`src/design/png_unf_pkg.sv`:
```
// Package for the PNG scanline unfilter unit: sizes, filter type codes,
// the stage record passed from the sequencer to the reconstruction stage.
// No dependencies.
package png_unf_pkg;

    localparam int MAX_ROW_PIXELS  = 4096;
    localparam int BYTES_PER_PIXEL = 3;
    localparam int STORE_DEPTH     = MAX_ROW_PIXELS * BYTES_PER_PIXEL;

    localparam int PIX_W  = 13;
    localparam int BYTE_W = 8;
    localparam int POS_W  = $clog2(STORE_DEPTH + 1);
    localparam int ADDR_W = $clog2(STORE_DEPTH);

    localparam logic [BYTE_W-1:0] FILT_NONE  = 8'd0;
    localparam logic [BYTE_W-1:0] FILT_SUB   = 8'd1;
    localparam logic [BYTE_W-1:0] FILT_UP    = 8'd2;
    localparam logic [BYTE_W-1:0] FILT_AVG   = 8'd3;
    localparam logic [BYTE_W-1:0] FILT_PAETH = 8'd4;

    typedef struct packed {
        logic              is_filter;
        logic [BYTE_W-1:0] raw;
        logic [BYTE_W-1:0] filter;
        logic              first_row;
        logic              eor;
        logic [ADDR_W-1:0] idx;
    } t_stage;

    typedef struct packed {
        logic              en;
        logic [ADDR_W-1:0] addr;
        logic [BYTE_W-1:0] data;
    } t_wr_req;

    // Bytes in a row, with the pixel count held to its legal range.
    function automatic logic [POS_W-1:0] row_length(input logic [PIX_W-1:0] px);
        logic [POS_W-1:0] c;
        c = POS_W'(px);
        if (px == '0) begin
            c = POS_W'(1);
        end else if (int'(px) > MAX_ROW_PIXELS) begin
            c = POS_W'(MAX_ROW_PIXELS);
        end
        return POS_W'(c * POS_W'(BYTES_PER_PIXEL));
    endfunction

endpackage

```
`src/design/png_unf_if.sv`:
```
// Channel interfaces of the PNG scanline unfilter unit: input bytes,
// reconstructed bytes and the row width configuration write.
// Depends on png_unf_pkg.
interface png_unf_in_if;
    logic                          valid;
    logic                          ready;
    logic [png_unf_pkg::BYTE_W-1:0] in_byte;
    logic                          new_image;
    modport source (output valid, output in_byte, output new_image, input ready);
    modport sink   (input valid, input in_byte, input new_image, output ready);
endinterface


interface png_unf_cfg_if;
    logic                         valid;
    logic                         ready;
    logic [png_unf_pkg::PIX_W-1:0] row_pixels;
    modport source (output valid, output row_pixels, input ready);
    modport sink   (input valid, input row_pixels, output ready);
endinterface

```
`src/design/png_unf_seq.sv`:
```
// Row sequencer: holds the row width register, counts byte positions,
// latches the filter type and issues the prior-row read for each byte.
// Depends on png_unf_pkg and png_unf_if.
module png_unf_seq (
    input  logic                          i_clk,
    input  logic                          i_rst_n,
    png_unf_in_if.sink                    i_in,
    png_unf_cfg_if.sink                   i_cfg,
    input  logic                          i_adv,
    output logic                          o_stage_valid,
    output png_unf_pkg::t_stage            o_stage,
    output logic                          o_rd_en,
    output logic [png_unf_pkg::ADDR_W-1:0] o_rd_addr
);
    import png_unf_pkg::*;

    logic [PIX_W-1:0]  r_row_pixels;
    logic [POS_W-1:0]  r_pos;
    logic [POS_W-1:0]  n_pos;
    logic [BYTE_W-1:0] r_filter;
    logic              r_first;
    logic              n_first;
    logic              r_valid;
    t_stage            r_stage;
    t_stage            n_stage;

    logic              accept;
    logic [POS_W-1:0]  pos_eff;
    logic [POS_W-1:0]  row_len;

    assign i_cfg.ready = 1'b1;
    assign i_in.ready  = !r_valid || i_adv;
    assign accept      = i_in.valid && i_in.ready;
    assign row_len     = row_length(r_row_pixels);
    // A new image restarts the row on this byte, whatever came before.
    assign pos_eff     = i_in.new_image ? '0 : r_pos;

    always_comb begin
        n_stage.is_filter = (pos_eff == '0);
        n_stage.raw       = i_in.in_byte;
        n_stage.filter    = r_filter;
        n_stage.first_row = r_first;
        n_stage.idx       = ADDR_W'(pos_eff - POS_W'(1));
        n_stage.eor       = (pos_eff >= row_len);
        n_pos             = pos_eff + POS_W'(1);
        n_first           = r_first;
        if (n_stage.is_filter) begin
            n_first = i_in.new_image || r_first;
        end else if (n_stage.eor) begin
            n_pos   = '0;
            n_first = 1'b0;
        end
    end

    assign o_rd_en   = accept && !n_stage.is_filter;
    assign o_rd_addr = n_stage.idx;

    always_ff @(posedge i_clk) begin
        if (!i_rst_n) begin
            r_row_pixels <= PIX_W'(1);
            r_pos        <= '0;
            r_filter     <= FILT_NONE;
            r_first      <= 1'b1;
            r_valid      <= 1'b0;
        end else begin
            if (i_cfg.valid) begin
                r_row_pixels <= i_cfg.row_pixels;
            end
            if (accept) begin
                r_pos   <= n_pos;
                r_first <= n_first;
                r_valid <= 1'b1;
                if (n_stage.is_filter) begin
                    r_filter <= i_in.in_byte;
                end
            end else if (i_adv) begin
                r_valid <= 1'b0;
            end
        end
    end

    always_ff @(posedge i_clk) begin
        if (accept) begin
            r_stage <= n_stage;
        end
    end

    assign o_stage_valid = r_valid;
    assign o_stage       = r_stage;

    a_row_end: assert property (@(posedge i_clk) disable iff (!i_rst_n)
        (accept && !n_stage.is_filter && n_stage.eor) |=> (r_pos == '0))
        else $error("position not cleared after last byte of row");

    a_filter_pos: assert property (@(posedge i_clk) disable iff (!i_rst_n)
        (accept && n_stage.is_filter) |=> (r_pos == POS_W'(1) && r_stage.is_filter))
        else $error("filter byte did not open a row");

endmodule

```
`src/flat_wrapper.sv`:
```
// flat-port wrapper written by rule: the top's interface ports become plain ports
module png_unf_seq_flat import png_unf_pkg::*;
  (i_clk, i_rst_n, i_adv, o_stage_valid, o_stage, o_rd_en, o_rd_addr, i_in_valid, i_in_in_byte, i_in_new_image, i_in_ready, i_cfg_valid, i_cfg_row_pixels, i_cfg_ready);
  png_unf_in_if i_in_i ();
  png_unf_cfg_if i_cfg_i ();
  input  logic i_clk;
  input  logic i_rst_n;
  input  logic i_adv;
  output logic o_stage_valid;
  output png_unf_pkg::t_stage o_stage;
  output logic o_rd_en;
  output logic [png_unf_pkg::ADDR_W-1:0] o_rd_addr;
  input wire logic [$bits(i_in_i.valid)-1:0] i_in_valid;
  input wire logic [$bits(i_in_i.in_byte)-1:0] i_in_in_byte;
  input wire logic [$bits(i_in_i.new_image)-1:0] i_in_new_image;
  output wire logic [$bits(i_in_i.ready)-1:0] i_in_ready;
  input wire logic [$bits(i_cfg_i.valid)-1:0] i_cfg_valid;
  input wire logic [$bits(i_cfg_i.row_pixels)-1:0] i_cfg_row_pixels;
  output wire logic [$bits(i_cfg_i.ready)-1:0] i_cfg_ready;
  assign i_in_i.valid = i_in_valid;
  assign i_in_i.in_byte = i_in_in_byte;
  assign i_in_i.new_image = i_in_new_image;
  assign i_in_ready = i_in_i.ready;
  assign i_cfg_i.valid = i_cfg_valid;
  assign i_cfg_i.row_pixels = i_cfg_row_pixels;
  assign i_cfg_ready = i_cfg_i.ready;
  png_unf_seq u_core (.i_clk(i_clk), .i_rst_n(i_rst_n), .i_in(i_in_i), .i_cfg(i_cfg_i), .i_adv(i_adv), .o_stage_valid(o_stage_valid), .o_stage(o_stage), .o_rd_en(o_rd_en), .o_rd_addr(o_rd_addr));
endmodule
```
`config.mk`:
```
export PLATFORM = sky130hd
export DESIGN_NAME = png_unf_seq_flat
export DESIGN_NICKNAME = d
export VERILOG_FILES = /design/src/design/png_unf_pkg.sv /design/src/design/png_unf_if.sv /design/src/design/png_unf_seq.sv /design/src/flat_wrapper.sv
export SDC_FILE = /design/constraint.sdc
export NUM_CORES = 1
export LEC_CHECK = 0
export BUFFER_PORTS_ARGS = -buffer_cell sky130_fd_sc_hd__clkbuf_2
export CORE_MARGIN = 4
export CORE_UTILIZATION = 54
export DETAILED_ROUTE_END_ITERATION = 8
export MAX_ROUTING_LAYER = met4
export PLACE_DENSITY = 0.76
export SYNTH_ARGS = -nofsm -noshare
export SYNTH_HDL_FRONTEND = slang
export SYNTH_SLANG_ARGS = --single-unit
export TNS_END_PERCENT = 50
```
`constraint.sdc`:
```
create_clock -name i_clk -period 5.88 [get_ports i_clk]
set_input_delay 0.588 -clock i_clk [delete_from_list [all_inputs] [get_ports i_clk]]
set_output_delay 0.588 -clock i_clk [all_outputs]
set_load 0.005 [all_outputs]
```
## Word-level counts from Yosys, hierarchy flattened

Cells that the tools add are included.

- Muxes and demuxes: 9
- $mul: 1
- Magnitude comparators: 2
- Add/sub/neg operators: 2
- Reductions and logical operators: 12

Operator list:

| kind | count |
|---|---|
| $mux W14 | 4 |
| $add A14 B1 Y14 const B | 1 |
| $ge A14 B14 Y1 | 1 |
| $logic_not A14 Y1 | 1 |
| $mul A14 B2 Y14 const B | 1 |
| $sub A14 B1 Y14 const B | 1 |
| $gt A13 B13 Y1 const B | 1 |
| $logic_not A13 Y1 | 1 |
| $mux W13 | 1 |
| $mux W1 | 4 |
| $reduce_and A2 Y1 | 2 |
| $reduce_bool A2 Y1 | 2 |
| $logic_and A1 B1 Y1 | 2 |
| $logic_not A1 Y1 | 2 |
| $logic_or A1 B1 Y1 | 2 |

- Input bits: 27
- Bits in registers: 70

## Depth between registers and ports, before layout

- Depth in word-level cells: 7
- Gate-level depth with buffers: 20

## Worst setup path before layout

No wires, ideal clock.

- Kind: reg2reg
- From: reg u_core.r_row_pixels[12]
- To: reg u_core.r_pos[12]
- Buffers on the path: 2
- Setup time: 74 ps
- Clock period less this slack: 4,379 ps
- Stages on the path, launching flop included: 19
- Arrival: 4,304 ps
- Setup slack: 1,501 ps
- Cells stage by stage: dfxtp_1 > clkbuf_1 > clkbuf_1 > nor2b_1 > ha_1 > fa_1 > a21o_1 > a222oi_1 > o21ai_1 > a221o_1 > a21oi_1 > xor2_1 > ha_1 > nand4_1 > o21bai_1 > o21bai_1 > o21bai_2 > or4b_1 > a31oi_1

- Cells in the longest elaborated chain, start to end: 7
- Elaborated cells between the ends (all ways): 8

RTL lines:

| what | RTL line | source |
|---|---|---|
| start: declaration | png_unf_seq.sv:17 | `logic [PIX_W-1:0] r_row_pixels;` |
| start signal: assignment | png_unf_seq.sv:67 | `r_row_pixels <= i_cfg.row_pixels;` |
| $gt A13 B13 Y1 | png_unf_pkg.sv:42 | `end else if (int'(px) > MAX_ROW_PIXELS) begin` |
| $mux W13 | png_unf_pkg.sv:42 |  |
| $mux W14 (*) | png_unf_pkg.sv:40 | `if (px == '0) begin` |
| $mul A14 B2 Y14 (*) | png_unf_pkg.sv:45 | `return POS_W'(c * POS_W'(BYTES_PER_PIXEL));` |
| $ge A14 B14 Y1 (*) | png_unf_seq.sv:44 | `n_stage.eor = (pos_eff >= row_len);` |
| $mux W14 (*) | png_unf_seq.sv:49 | `end else if (n_stage.eor) begin` |
| $mux W14 (*) | png_unf_seq.sv:47 | `if (n_stage.is_filter) begin` |
| end signal: assignment | png_unf_seq.sv:70 | `r_pos <= n_pos;` |
| end: declaration | png_unf_seq.sv:18 | `logic [POS_W-1:0] r_pos;` |

Every way passes the cells marked *; elsewhere a longest branch is shown, timed or not.
A chain may end at the register's enable or synchronous reset.

## Worst setup path after layout

Same ends and word-level chain as after synthesis.

==> out/qor.csv <==
stage,metric,value,unit
status,status,completed,
final_layout,"commonest non-fill, non-tap cell in the layout",clkbuf_2,
routing,first drt pass iteration count,5,
sta,worst slew pin tran,1.03,ns
clocking,Num CTS Buffers,9,
power_and_ir_drop,leakage power total,2.00,nW
sta,setup TNS,0,ns
die,die height,95.0,um
final_layout,"Net count, final",536,
power_and_ir_drop,PwrDens,231,nW/um2
routing,post-route ant nets,0,
yosys,"FF+latch count, synth",70,
clocking,CTS tree,built,
clocking,PostCTS Resize Cnt,0,
die,Rows,31,
clocking,Post-CTS Setup Bufs,0,
power_and_ir_drop,Tot Pwr,1.05,mW
worst_setup_path,Crit Path Max Fanout,18,
routing,Starting DRT DRC Count,217,
die,IO Count,78,
final_layout,Area growth syn-to-layout,11.8,%
final_layout,share of cells above drive strength 1,20.5,%
yosys,Post-synth EDFFs,33,
grt,Total Routing Usage GR,21.4,%
die,area of the core,7290,um2
yosys,Post-Syn Nets,485,
yosys,"FFs w/ async S/R, synth",0,%
grt,GRT Residual Overflow,0,
worst_setup_path,startpoint types,register,
sta,Setup-failing EPs final,0,
die,Initial Util,56.1,%
routing,WL/cell,15.1,um
run,Max Cap Viol,0,
routing,Vias/cell,5.53,
die,width of the die,95.0,um
yosys,"Seq/Total Area, Yosys",42.4,%
die,Die ar.,9030,um2
place,Port Buffers,76,
grt,vias in the first global route,3105,
routing,# DRC,0,
clocking,CTS root buf,clkbuf_8,
worst_setup_path,Crit Path Class,reg2reg,
yosys,Mapped Cells,431,
clocking,# hold bufs at CTS,0,
grt,initial antenna violation count,0,
worst_setup_path,crit end category,register,
routing,Vias,3240,
clocking,clock transition at the registers of the reported paths,0.08,ns
sta,Max Transition Viols Final,0,
final_layout,most frequent cells in the layout,"clkbuf_2, nor2_1, nand2_1",
sta,Final Skew,0.00943,ns
sta,fin crit share,85.6,%
sta,relative slew slack,31.5,%
yosys,synthesized area,4090,um2
min_path,min-delay worst type,in2reg,
grt,largest net degree at the start of global routing,33,
clocking,buffer depth of the longest clock path,2,
sta,hold slack,0.426,ns
place,Final HPWL DP,6610,um
sta,unrepaired setup endpoints after global routing,no,
clocking,H-tree Lvls,3,
routing,Detailed Route WL,8870,um
sta,Final Hold Violating Endpoints,0,
power_and_ir_drop,maximum VDD drop,0.138,mV
yosys,synth unique cells,61,
worst_setup_path,Worst Path Arrival,5.30,ns
place,routability cong.,0.882,
yosys,most used flip-flop cell after synthesis,dfxtp_1,
worst_setup_path,critical path required time,6.15,ns
clocking,Skew-Pair Late Insertion Delay,0.36,ns
yosys,synthesized area per cell,9.48,um2
sta,fmax,199,MHz
grt,first-pass GRT wire length,14600,um
yosys,Ys Warns,0,
clocking,Clock Sinks,70,
sta,Period minus WS final,5.03,ns
final_layout,ANT cells,0,
final_layout,Fill cells,632,
==> worst max-delay path, cell delays in order (launching register included) <==
cell and delay [ns]:
dfxtp_1 0.68, nor2b_1 0.20, ha_1 0.28, fa_1 0.40, a21o_1 0.22, a222oi_1 0.41, o21ai_1 0.22, a221o_1 0.35
a21oi_1 0.17, xor2_1 0.17, ha_1 0.26, nand4_1 0.16, o21bai_1 0.12, o21bai_1 0.20, o21bai_2 0.49, or4b_1 0.48
a31oi_1 0.16
==> Yosys cell counts, types with 4 or more instances <==
library cell,n,area (um2)
ha_1,26,325
buf_4,15,113
nand4b_1,4,35.0
inv_1,15,56.3
o21ai_1,5,25.0
nor2b_1,18,113
edfxtp_1,33,991
nor2_1,47,176
nand2_1,38,143
dfxtp_1,37,741
clkbuf_1,19,71.3
nor3_1,6,30.0
xor2_1,9,78.8
a21oi_1,19,95.1
and3_1,6,37.5
nand3_1,9,45.0
o21ai_0,8,40.0
xnor2_1,10,87.6
nand4_1,7,43.8
mux2i_1,22,220
o41ai_1,4,35.0
a21o_1,12,90.1
a211oi_1,4,30.0
o211ai_1,5,37.5
==> layer usage <==
layer / up-vias / GRT usage [%] / routed length [um]
met5: - / - / 0
met4: 0 / 8.65 / 224
met3: 18 / 5.90 / 615
met2: 112 / 33.5 / 4220
met1: 1486 / 26.2 / 3810
li1: 1624 / - / -
==> final timing paths <==
path	start	cells past startpoint	slack, ns	to
max	u_core.r_row_pixels[12]	16	0.85	u_core.r_pos[12]
max reg2reg	u_core.r_row_pixels[12]	16	0.85	u_core.r_pos[12]
min	i_in_in_byte[3]	1	0.43	u_core.o_stage[27]
min reg2reg	u_core.r_filter[0]	0	0.43	u_core.o_stage[16]
==> sequential cells by signal (all words and copies together), names as in the netlist <==
| register | flops |
|---|---|
| u_core.r_pos | 14 |
| u_core.o_stage | 33 |
| u_core.r_row_pixels | 13 |
| u_core.r_filter | 8 |
| u_core.r_first | 1 |
| u_core.o_stage_valid | 1 |
==> where the power goes <==
| group | internal, mW | total (mW) | switching, mW |
|---|---|---|---|
| clock | 0.153 | 0.347 | 0.194 |
| sequential | 0.536 | 0.549 | 0.0139 |
| combinational | 0.0664 | 0.158 | 0.0917 |
==> metrics by stage <==
stage / utilization (%) / area [um2] / setup slack, ns / cells
3_3_place_gp: 60.3 / 4400 / 1.10 / 570
3_5_place_dp: 60.3 / 4400 / 0.904 / 570
5_1_grt: 62.7 / 4570 / 0.511 / 586
4_1_cts: 62.7 / 4570 / 0.867 / 586
2_1_floorplan: - / 4090 / 1.50 / 431
6_report: 62.7 / 4570 / 0.845 / 586
==> final cells by class <==
cell class / count / area, um2 / share of cell area (%)
clock buffer: 9 / 124 / 2.71
clock inverter: 7 / 48.8 / 1.07
inverter: 17 / 63.8 / 1.40
multi-input combinational: 306 / 2080 / 45.6
sequential: 70 / 1730 / 37.9
tap: 99 / 124 / 2.71
timing repair buffer: 78 / 395 / 8.65
==> cell families after synthesis <==
logic type | count (synthesis) | synth area share, %
muxes | 23 | 5.66
other | 1 | 0.0917
and+or+nand+nor | 155 | 19.1
adders and majority gates | 27 | 8.45
xor gates and xnor gates | 19 | 4.07
buffers and inverters | 55 | 6.67
AOI/OAI and AO/OA | 81 | 13.6
DFF | 70 | 42.4
No activity file was read; power rests on OpenSTA's default activity.
