$ cat config.mk
export PLATFORM = sky130hd
export DESIGN_NAME = png_unf_recon_flat
export DESIGN_NICKNAME = d
export VERILOG_FILES = /design/src/design/png_unf_pkg.sv /design/src/design/png_unf_if.sv /design/src/design/png_unf_recon.sv /design/src/flat_wrapper.sv
export SDC_FILE = /design/constraint.sdc
export NUM_CORES = 1
export LEC_CHECK = 0
export ABC_AREA = 1
export BUFFER_PORTS_ARGS = -buffer_cell sky130_fd_sc_hd__buf_2
export CAP_MARGIN = 20
export CORE_MARGIN = 5
export CORE_UTILIZATION = 64
export DETAILED_ROUTE_END_ITERATION = 10
export GPL_TIMING_DRIVEN = 1
export PLACE_DENSITY = 0.88
export SYNTH_ARGS = -nofsm -noshare
export SYNTH_HDL_FRONTEND = slang
export SYNTH_SLANG_ARGS = --single-unit
$ cat constraint.sdc
create_clock -name i_clk -period 9.9 [get_ports i_clk]
set_input_delay 0.495 -clock i_clk [delete_from_list [all_inputs] [get_ports i_clk]]
set_output_delay 0.495 -clock i_clk [all_outputs]
set_load 0.05 [all_outputs]
$ cat src/design/png_unf_pkg.sv
// Package for the PNG scanline unfilter unit: sizes, filter type codes,
// the stage record passed from the sequencer to the reconstruction stage.
// No dependencies.
package png_unf_pkg;

    localparam int MAX_ROW_PIXELS  = 4096;
    localparam int BYTES_PER_PIXEL = 3;
    localparam int STORE_DEPTH     = MAX_ROW_PIXELS * BYTES_PER_PIXEL;

    localparam int PIX_W  = 13;
    localparam int BYTE_W = 8;
    localparam int POS_W  = $clog2(STORE_DEPTH + 1);
    localparam int ADDR_W = $clog2(STORE_DEPTH);

    localparam logic [BYTE_W-1:0] FILT_NONE  = 8'd0;
    localparam logic [BYTE_W-1:0] FILT_SUB   = 8'd1;
    localparam logic [BYTE_W-1:0] FILT_UP    = 8'd2;
    localparam logic [BYTE_W-1:0] FILT_AVG   = 8'd3;
    localparam logic [BYTE_W-1:0] FILT_PAETH = 8'd4;

    typedef struct packed {
        logic              is_filter;
        logic [BYTE_W-1:0] raw;
        logic [BYTE_W-1:0] filter;
        logic              first_row;
        logic              eor;
        logic [ADDR_W-1:0] idx;
    } t_stage;

    typedef struct packed {
        logic              en;
        logic [ADDR_W-1:0] addr;
        logic [BYTE_W-1:0] data;
    } t_wr_req;

    // Bytes in a row, with the pixel count held to its legal range.
    function automatic logic [POS_W-1:0] row_length(input logic [PIX_W-1:0] px);
        logic [POS_W-1:0] c;
        c = POS_W'(px);
        if (px == '0) begin
            c = POS_W'(1);
        end else if (int'(px) > MAX_ROW_PIXELS) begin
            c = POS_W'(MAX_ROW_PIXELS);
        end
        return POS_W'(c * POS_W'(BYTES_PER_PIXEL));
    endfunction

endpackage

$ cat src/design/png_unf_if.sv


interface png_unf_out_if;
    logic                          valid;
    logic                          ready;
    logic [png_unf_pkg::BYTE_W-1:0] pixel_byte;
    logic                          bad_filter;
    logic                          end_of_row;
    modport source (output valid, output pixel_byte, output bad_filter,
                    output end_of_row, input ready);
    modport sink   (input valid, input pixel_byte, input bad_filter,
                    input end_of_row, output ready);
endinterface


$ cat src/design/png_unf_recon.sv
// Reconstruction stage: applies the row's filter to one byte from the
// neighbour registers and the prior row, and holds the result register.
// Depends on png_unf_pkg and png_unf_if.
module png_unf_recon (
    input  logic                          i_clk,
    input  logic                          i_rst_n,
    input  logic                          i_stage_valid,
    input  png_unf_pkg::t_stage            i_stage,
    input  logic [png_unf_pkg::BYTE_W-1:0] i_upper,
    output logic                          o_adv,
    output png_unf_pkg::t_wr_req           o_wr,
    png_unf_out_if.source                 o_out
);
    import png_unf_pkg::*;

    logic [BYTE_W-1:0] r_left  [BYTES_PER_PIXEL];
    logic [BYTE_W-1:0] r_upl   [BYTES_PER_PIXEL];
    logic              r_out_valid;
    logic [BYTE_W-1:0] r_pixel;
    logic              r_bad;
    logic              r_eor;

    logic [BYTE_W-1:0] a;
    logic [BYTE_W-1:0] b;
    logic [BYTE_W-1:0] c;
    logic [BYTE_W-1:0] add;
    logic [BYTE_W-1:0] rec;
    logic              bad;
    logic [BYTE_W:0]   avg_sum;
    logic signed [BYTE_W+1:0] pa;
    logic signed [BYTE_W+1:0] pb;
    logic signed [BYTE_W+1:0] pc;
    logic [BYTE_W-1:0] paeth;

    assign a = r_left[BYTES_PER_PIXEL-1];
    assign c = r_upl[BYTES_PER_PIXEL-1];
    assign b = i_stage.first_row ? '0 : i_upper;

    assign avg_sum = {1'b0, a} + {1'b0, b};

    // With p = a + b - c the three distances reduce to |b-c|, |a-c|, |a+b-2c|.
    always_comb begin
        pa = $signed({2'b00, b}) - $signed({2'b00, c});
        pb = $signed({2'b00, a}) - $signed({2'b00, c});
        pc = pa + pb;
        if (pa < 0) pa = -pa;
        if (pb < 0) pb = -pb;
        if (pc < 0) pc = -pc;
        if (pa <= pb && pa <= pc) begin
            paeth = a;
        end else if (pb <= pc) begin
            paeth = b;
        end else begin
            paeth = c;
        end
    end

    always_comb begin
        bad = 1'b0;
        unique case (i_stage.filter)
            FILT_NONE:  add = '0;
            FILT_SUB:   add = a;
            FILT_UP:    add = b;
            FILT_AVG:   add = avg_sum[BYTE_W:1];
            FILT_PAETH: add = paeth;
            default: begin
                add = '0;
                bad = 1'b1;
            end
        endcase
        rec = i_stage.raw + add;
    end

    assign o_adv = i_stage_valid && (i_stage.is_filter || !r_out_valid || o_out.ready);

    assign o_wr.en   = o_adv && !i_stage.is_filter;
    assign o_wr.addr = i_stage.idx;
    assign o_wr.data = rec;

    always_ff @(posedge i_clk) begin
        if (!i_rst_n) begin
            r_out_valid <= 1'b0;
            for (int k = 0; k < BYTES_PER_PIXEL; k++) begin
                r_left[k] <= '0;
                r_upl[k]  <= '0;
            end
        end else begin
            if (o_adv && i_stage.is_filter) begin
                for (int k = 0; k < BYTES_PER_PIXEL; k++) begin
                    r_left[k] <= '0;
                    r_upl[k]  <= '0;
                end
            end else if (o_adv) begin
                r_left[0] <= rec;
                r_upl[0]  <= b;
                for (int k = 1; k < BYTES_PER_PIXEL; k++) begin
                    r_left[k] <= r_left[k-1];
                    r_upl[k]  <= r_upl[k-1];
                end
            end
            if (o_adv && !i_stage.is_filter) begin
                r_out_valid <= 1'b1;
            end else if (o_out.ready) begin
                r_out_valid <= 1'b0;
            end
        end
    end

    always_ff @(posedge i_clk) begin
        if (o_adv && !i_stage.is_filter) begin
            r_pixel <= rec;
            r_bad   <= bad;
            r_eor   <= i_stage.eor;
        end
    end

    assign o_out.valid      = r_out_valid;
    assign o_out.pixel_byte = r_pixel;
    assign o_out.bad_filter = r_bad;
    assign o_out.end_of_row = r_eor;

    a_pixel_result: assert property (@(posedge i_clk) disable iff (!i_rst_n)
        (o_adv && !i_stage.is_filter) |=> (r_out_valid && r_pixel == $past(rec)))
        else $error("pixel byte did not reach the result register");

    a_filter_clears: assert property (@(posedge i_clk) disable iff (!i_rst_n)
        (o_adv && i_stage.is_filter) |=> (a == '0 && c == '0))
        else $error("neighbours not cleared at row start");

endmodule

$ cat src/flat_wrapper.sv
// flat-port wrapper written by rule: the top's interface ports become plain ports
module png_unf_recon_flat import png_unf_pkg::*;
  (i_clk, i_rst_n, i_stage_valid, i_stage, i_upper, o_adv, o_wr, o_out_valid, o_out_pixel_byte, o_out_bad_filter, o_out_end_of_row, o_out_ready);
  png_unf_out_if o_out_i ();
  input  logic i_clk;
  input  logic i_rst_n;
  input  logic i_stage_valid;
  input  png_unf_pkg::t_stage i_stage;
  input  logic [png_unf_pkg::BYTE_W-1:0] i_upper;
  output logic o_adv;
  output png_unf_pkg::t_wr_req o_wr;
  output wire logic [$bits(o_out_i.valid)-1:0] o_out_valid;
  output wire logic [$bits(o_out_i.pixel_byte)-1:0] o_out_pixel_byte;
  output wire logic [$bits(o_out_i.bad_filter)-1:0] o_out_bad_filter;
  output wire logic [$bits(o_out_i.end_of_row)-1:0] o_out_end_of_row;
  input wire logic [$bits(o_out_i.ready)-1:0] o_out_ready;
  assign o_out_valid = o_out_i.valid;
  assign o_out_pixel_byte = o_out_i.pixel_byte;
  assign o_out_bad_filter = o_out_i.bad_filter;
  assign o_out_end_of_row = o_out_i.end_of_row;
  assign o_out_i.ready = o_out_ready;
  png_unf_recon u_core (.i_clk(i_clk), .i_rst_n(i_rst_n), .i_stage_valid(i_stage_valid), .i_stage(i_stage), .i_upper(i_upper), .o_adv(o_adv), .o_wr(o_wr), .o_out(o_out_i));
endmodule
---- Yosys cells after proc, flatten, opt, wreduce, memory -nomap -nowiden ----
Memory sizes are Yosys's and may differ from the RTL's.
Index checks and enable logic that the tools add are counted.
word-level totals
  register bits ........................... 11
  latch bits .............................. 0
  memory bits (writable) .................. 48
  bits in read-only memories .............. 0
  output and inout bits ................... 35
  word-level logic and storage cells ...... 77
  memories kept ........................... 2
operators by class
  add/subtract/negate cells ............... 8
  multipliers ............................. 0
  div/mod/pow operators ................... 0
  magnitude comparators ................... 6
  eq/ne operators ......................... 4
  shift-type cells ........................ 0
  muxes and demuxes ....................... 30
  bitwise logic cells ..................... 12
  reductions and logical operators ........ 11
memories
  memory         words  bits a word  read ports  clocked after Yosys merged registers in  write ports  line                 source
  u_core.r_left  3      8            3           0                                        3            png_unf_recon.sv:16  logic [BYTE_W-1:0] r_left [BYTES_PER_PIXEL];
  u_core.r_upl   3      8            3           0                                        3            png_unf_recon.sv:17  logic [BYTE_W-1:0] r_upl [BYTES_PER_PIXEL];
operator list
  cell                                                                    number
  8-bit 2-to-1 mux                                                        15
  8-bit case mux with 4 select lines                                      1
  10-bit less-or-equal comparator                                         3
  10-bit 2-to-1 mux                                                       3
  9-bit negation with 10-bit output                                       2
  9-bit by 1-bit < comparator with 1-bit output (second input constant)   2
  8-bit by 8-bit subtractor with 9-bit output                             2
  8-bit by 2-bit == test with 1-bit output (second input constant)        2
  1-bit OR                                                                12
  1-bit 2-to-1 mux                                                        11
  9-bit by 9-bit adder with 10-bit output                                 1
  10-bit by 1-bit < comparator with 1-bit output (second input constant)  1
  10-bit negation                                                         1
  8-bit by 8-bit adder with 9-bit output                                  1
  8-bit adder                                                             1
  8-bit by 1-bit == test with 1-bit output (second input constant)        1
  8-bit by 3-bit == test with 1-bit output (second input constant)        1
  8-bit logical NOT                                                       1
  5-bit OR reduction                                                      1
  1-bit logical AND                                                       4
  1-bit logical NOT                                                       2
  1-bit logical OR                                                        2
  2-bit nonzero test                                                      1

---- Longest topological paths before layout ----
Gate-level depths: netlist of run 1.
  word-level depth ........................ 11
  gate-level depth with buffers ........... 52
  gate-level depth less buffers ........... 52

---- Worst setup path after synthesis of run 1 ----
No wires, ideal clock.
  kind .................................... input to output
  start point ............................. in i_upper[1] (netlist bit)
  end point ............................... out o_wr[6] (netlist bit)
  data arrival time ....................... 6.959 ns
  data required time ...................... 9.405 ns
  slack ................................... 2.446 ns
  stages on the path ...................... 43
  buffers on the path ..................... 0
  cell sequence ........................... inv_1 nor2_1 inv_1 nor2_2 nor2_1 ha_1 o21bai_1 a31oi_1 a21oi_1 o21ai_1 xor2_1 inv_2 ha_1 nand2_1 nand2_1 a21oi_1 nand3_2 nand2_1 [... 7 more ...] o21a_1 o21a_1 o21ai_0 nand3_1 nand2_1 clkinv_1 a21oi_1 o21ai_1 o21ai_1 nand2_1 nand4_1 ha_1 inv_1 fa_1 o21ai_0 a21oi_1 o21bai_1 xor2_1
RTL lines
  what             line                source
  start, declared  flat_wrapper.sv:9   input logic [png_unf_pkg::BYTE_W-1:0] i_upper;
  end, declared    flat_wrapper.sv:11  output png_unf_pkg::t_wr_req o_wr;

==> out/metrics.yaml, run 1 <==
status: "finished, final reports clean"
r2r_start: "u_core.r_upl[0][18]"
grt.total_usage_pct: 25.43
routedWlPerCell_um: 15.10
reg2reg_depth: 46
max_freq_mhz: 118.0
peakVddDrop_mv: 0.1351
mostFrequentLayoutCells: "153 x inv_1, 147 x nand2_1, 80 x nor2_1"
synth_adder_area_share_pct: 15.72
cp_slowest_stage_delay_ns: 0.42
synth_compound_area_share_pct: 9.612
ys_async_sr_fraction_pct: 0
clk_latency_ns: 0.35
worstPathMaxFanout: 9
fin_nets: 923
gp_congestion: 0.9404
min_path_type: "input port to register"
seqCellArea_mm2: 0.001762
via_count: 5083
hold_viol: 0
final-setup-viol-count: 0
synth-xor-area-share_pct: 5.365
seq_area_frac_synth_pct: 30.83
dp_hpwl_um: 11080
avgViaCountPerCell: 5.519
grt_pass1_wl_um: 22740
io_buffers: 51
crit_required_ns: 9.41
antenna_found_initial: 0
avgSynthCellArea_um2: 7.499
final_common_cell: "inv_1"
synth.area.mux_share_pct: 0
totalWireLength_um: 13910
stdcell_area_mm2: 0.006242
dieWidth_um: 104.5
cts_made_buffers: 9
worst_setup_path_start_kind: "register"
holdPathStages: 1
multi_input_comb_area_mm2: 0.003207
min_period_ns: 8.474
ant_nets: 0
cts_root_buf: "clkbuf_8"
core_area_mm2: 0.008721
drive_above_1_share_pct: 13.53
grt_max_degree: 49
drc_errors: 0
skew_ns: 0.01129
synth_cells: 762
drtIter0Drc: 347
p_per_area_mw_per_mm2: 222.3
ys_warn_count: 0
post-cts-setup-buffers: 0
synth_area_mm2: 0.005714
dpl_cell_area_mm2: 0.005993
fillers: 664
rows: 34
grt_overflow_total: 0
worst-setup-path-type: "register to output port"
yosys.cell_types.count: 51
relSlewSlack_pct: 46.61
r2r-end: "u_core.r_left[0][7]"
synth_edf_count: 58
ios: 80
die_height_um: 104.5
grt_setup_unrepaired: "false"
finalMaxSlewViolations: 0
synth_top_family_by_area: "simple AND/OR/NAND/NOR gates"
hold_end: "u_core.o_out.end_of_row"
hold_buffers: 0
worstSetupEndpointType: "output port"
cts_max_level: 3
path_clk_slew_ns: 0.07
cts_tree: "done"
drt_first_pass_iters: 6
p_leak_nw: 3.225
grt_pass1_vias: 5089
crit_top_cell: "nand2_1"
die_area_mm2: 0.01092
area_growth_pct: 9.240
clock_sinks: 59
tns_ns: 0
antennaDiodeCount: 0
synth_ff_type: "edfxtp_1"
floorplan.initialDensity_pct: 65.52
hp-start: "i_stage[14]"
worst_pin_slew_ns: 0.7989
synth-simple-area-share_pct: 25.11
r2r_slack_ns: 2.24
finalCritPeriodShare_pct: 85.59
arrival_ns: 7.98
cap_violations: 0
cts_resized: 0
cp_slowest_cell: "edfxtp_1"
cts.path.max_buffers: 2
ys_ff_latch: 59
-- worst max-delay path, delay by kind of cell, from the launching register on --
| kind | cells | cell delay, ns |
|---|---|---|
| AOI/OAI and AO/OA | 15 | 2.61 |
| DFF | 1 | 0.42 |
| xor gates and xnor gates | 3 | 0.60 |
| adders and majority gates | 5 | 1.53 |
| and+or+nand+nor | 13 | 1.42 |
| buffers and inverters | 7 | 1.00 |
-- cell usage after synthesis, types with 7 or more instances --
cell      count  area share, %
nor3_1       10           0.88
inv_1       153             10
a21oi_1      35            3.1
o21ai_0      11           0.96
o21bai_1      8            1.1
edfxtp_1     58             30
nand2_1     148            9.7
o21ai_1       8           0.70
inv_2         9           0.59
nand3_1      30            2.6
nand2_2       7           0.77
xor2_1       26            4.0
nand4_1      12            1.3
buf_4        14            1.8
ha_1         67             15
nor2_1       80            5.3
xnor2_1       9            1.4
-- through the flow --
step | setup slack, ns | utilization (%) | std cells | hold WS, ns | total power, mW
floorplan | 2.446 | - | 764 | 0.5192 | 0.9603
global placement | 2.024 | 68.72 | 904 | 0.5208 | 1.095
detailed placement | 1.697 | 68.72 | 904 | 0.5369 | 1.125
finish | 1.426 | 71.58 | 921 | 0.3439 | 1.388
CTS | 1.528 | 71.35 | 920 | 0.3396 | 1.382
global route | 0.6767 | 71.58 | 921 | 0.3349 | 1.517
-- sequential cells by signal, summed over array words and instances (netlist names) --
| register | flops |
|---|---|
| u_core.o_out.bad_filter | 1 |
| u_core.o_out.end_of_row | 1 |
| u_core.o_out.pixel_byte | 8 |
| u_core.o_out.valid | 1 |
| u_core.r_left | 24 |
| u_core.r_upl | 24 |
-- worst max path at each step --
stage,from,to,cells past startpoint
5_1_grt,u_core.r_upl[0][18],o_wr[6],43
3_3_place_gp,i_stage[15],o_wr[6],46
6_report,u_core.r_upl[0][18],o_wr[6],43
4_1_cts,u_core.r_upl[0][18],o_wr[6],43
2_1_floorplan,i_upper[1],o_wr[6],43
3_5_place_dp,i_stage[15],o_wr[6],46
-- where the power goes --
group / internal, mW / switching [mW] / leakage [nW]
clock network: 0.156 / 0.100 / 0.117
registers: 0.289 / 0.00684 / 0.633
logic: 0.305 / 0.532 / 2.48
-- cell families after synthesis --
| kind of cell | Yosys count |
|---|---|
| other cells | 2 |
| flops | 59 |
| simple gates | 321 |
| fa+ha+maj | 70 |
| compound gates | 90 |
| buf+inv | 185 |
| xor+xnor | 35 |
-- metal layers --
metal	routed length, um	global-route usage (%)	vias up
met5	0	0	-
met4	282	8.141	0
met3	890	5.338	40
met2	6825	44.25	170
met1	5911	31.25	2333
li1	-	-	2540
-- layout make-up --
type | count | area share (%)
clock inverters | 4 | 1.183
inverters | 163 | 9.802
flip-flops and latches | 59 | 28.22
clock buffers | 12 | 2.485
well taps | 108 | 2.165
repair buffers | 55 | 4.770
multi-input cells | 520 | 51.37
Power figures use the tool's default switching activity.
==> inputs of run 2 (changes only) <==
Settings changed: CORE_UTILIZATION 64 to 39, PLACE_DENSITY 0.88 to not set.
Clock period 9.9 ns to 8.8 ns, I/O delays scaled along.
==> run 2 against run 1 <==
- hold slack lost 0.055 ns
- clock power increased by 27%
- worst setup slack got worse by 0.64 ns
- count of clock-buffer cells in the layout is 3 lower
- non-clock buffer count up 5
- combinational power up 13%
- critical path type unchanged
==> out/metrics.yaml, run 2 (same netlist as run 1, synthesis figures left out) <==
grt_max_degree: 49  # unchanged
cts_root_buf: "clkbuf_16"
routedWlPerCell_um: 12.92  # -14%
crit_required_ns: 8.36  # -1.05 ns
die_area_mm2: 0.01717  # +57%
reg2reg_depth: 44  # -4.3%
swShare_pct: 45.64  # -0.39 points
p_clk_share_pct: 20.4  # +2.0 points
ant_nets: 0  # unchanged
worstSetupEndpointType: "output port"
grt_overflow_total: 0  # unchanged
cap_violations: 0  # unchanged
grt_setup_unrepaired: "false"
area_growth_pct: 12.85
cts_made_buffers: 9  # unchanged
p_seq_share_pct: 20.7  # -0.6 points
cp_slowest_cell: "edfxtp_1"
hold_viol: 0  # unchanged
max_freq_mhz: 124.8
die_height_um: 131.0  # +25%
core_area_mm2: 0.01448  # +66%
dieWidth_um: 131.0  # +25%
p_sw_mw: 0.7314  # +14%
via_count: 4825  # -5.1%
min_path_type: "input port to register"
fillers: 1498  # +130%
holdWs_ns: 0.2885  # -0.05540 ns
io_buffers: 51  # unchanged
clock_sinks: 59  # unchanged
path_buf_inv: 8  # +1
drt_first_pass_iters: 5  # -1
relSlewSlack_pct: 54.82  # +8.2 points
dp_hpwl_um: 10520  # -5.1%
fin_nets: 929  # +0.65%
clk_latency_ns: 0.33  # -0.02 ns
peakVddDrop_mv: 0.1405  # +4.0%
worst_pin_slew_ns: 0.6715  # -0.1274 ns
hold_end: "u_core.o_out.end_of_row"
path_clk_slew_ns: 0.06  # about the same
placed_cells: 980  # +8.4%
power_frac_comb_pct: 58.9  # -1.4 points
finalCritPeriodShare_pct: 91.04
p_int_mw: 0.8711  # +16%
floorplan.initialDensity_pct: 39.47  # -26 points
drive_above_1_share_pct: 14.53  # +1.0 points
mostFrequentLayoutCells: "153 x inv_1, 146 x nand2_1, 80 x nor2_1"
grt.total_usage_pct: 15.26  # -10 points
min_period_ns: 8.012
antenna_found_initial: 0  # unchanged
r2r_start: "u_core.r_upl[0][18]"
fin_cells: 1003  # +8.9%
skew_ns: 0.008232  # -0.003061 ns
arrival_ns: 7.57  # -0.41 ns
holdPathStages: 1  # unchanged
hp-start: "i_stage[14]"
r2r_slack_ns: 1.55  # -0.69 ns
antennaDiodeCount: 0  # unchanged
drtIter0Drc: 305  # -12%
final-setup-viol-count: 0  # unchanged
tns_ns: 0  # unchanged
worst_setup_path_start_kind: "register"
ios: 80  # unchanged
drc_errors: 0  # unchanged
gp_congestion: 0.8584  # -8.7%
totalWireLength_um: 12960  # -6.8%
finalMaxSlewViolations: 0  # unchanged
cts_tree: "done"
crit_top_cell: "nand2_1"
p_leak_nw: 3.273  # +1.5%
r2r-end: "u_core.o_out.pixel_byte[7]"
avgViaCountPerCell: 4.811  # -13%
cts_max_level: 3  # unchanged
status: "finished, final reports clean"
cts.path.max_buffers: 2  # unchanged
grt_pass1_wl_um: 20640  # -9.2%
worst-setup-path-type: "register to output port"
final_common_cell: "inv_1"
cp_top_family: "compound AO/OA/AOI/OAI gates"
p_per_area_mw_per_mm2: 248.5  # +12%
worstPathMaxFanout: 7  # -2
grt_pass1_vias: 4394  # -14%
cp_slowest_stage_delay_ns: 0.41  # about the same
rows: 44  # +29%
## run 2: through the flow
step | total power [mW] | cell area, um^2 | setup slack [ns] | utilization, %
after global routing | 1.762 | 6449 | 0.001136 | 44.54
after CTS | 1.588 | 6375 | 0.5349 | 44.03
final | 1.603 | 6449 | 0.7883 | 44.54
after detailed placement | 1.252 | 6088 | 0.7459 | 42.05
after global placement | 1.250 | 6088 | 0.8831 | 42.05
after floorplan | 1.080 | 5722 | 1.456 | -
## run 2: power groups by stage
| stage | combinational [mW] | sequential [mW] | clock [mW] |
|---|---|---|---|
| detailed placement | 0.913 | 0.339 | 0 |
| global placement | 0.911 | 0.338 | 0 |
| global route | 1.08 | 0.334 | 0.350 |
| CTS | 0.918 | 0.333 | 0.337 |
| finish | 0.944 | 0.332 | 0.326 |
| floorplan | 0.736 | 0.344 | 0 |
## run 2: worst max-delay path by stage
stage                                   start      end  slack (ns)  cells after the start
after global placement            i_stage[15]  o_wr[6]        0.88                     46
after CTS                 u_core.r_upl[0][18]  o_wr[6]        0.53                     43
final                     u_core.r_upl[0][18]  o_wr[7]        0.79                     46
after detailed placement          i_stage[15]  o_wr[6]        0.75                     44
after floorplan                    i_upper[1]  o_wr[6]        1.46                     43
after global routing      u_core.r_upl[0][18]  o_wr[7]       0.001                     48
## run 2: layer usage
metal | part of all wire [%] | GRT usage, % | wire length [um] | vias to the layer above
li1 | - | - | - | 2555
met1 | 49 | 21.43 | 6355 | 2167
met2 | 45 | 24.52 | 5866 | 92
met3 | 5.1 | 2.520 | 656 | 11
met4 | 0.66 | 3.811 | 85 | 0
met5 | 0 | 0 | 0 | -
## run 2: layout make-up
type / instances / area, um^2 / area share [%]
Clock buffer: 9 / 225.2 / 3.492
Clock inverter: 7 / 61.31 / 0.9507
Inverter: 163 / 615.6 / 9.546
Multi-Input combinational cell: 521 / 3219 / 49.92
Sequential cell: 59 / 1762 / 27.32
Tap cell: 184 / 230.2 / 3.570
Timing Repair Buffer: 60 / 335.3 / 5.200
## run 2: worst reg2reg max path, delay by kind of cell (launching register included)
kind            cells  cell delay [ns]
simple gates       16             1.93
xor+xnor            3             0.61
flops               1             0.41
buf+inv             6             0.48
compound gates     15             2.19
fa+ha+maj           4             1.38
## run 2: timing repair
action / in CTS / in global routing
hold buffers: 0 / 0
setup endpoints to repair: 0 / 2
gates resized for setup: 0 / 2
buffers inserted: 0 / 5
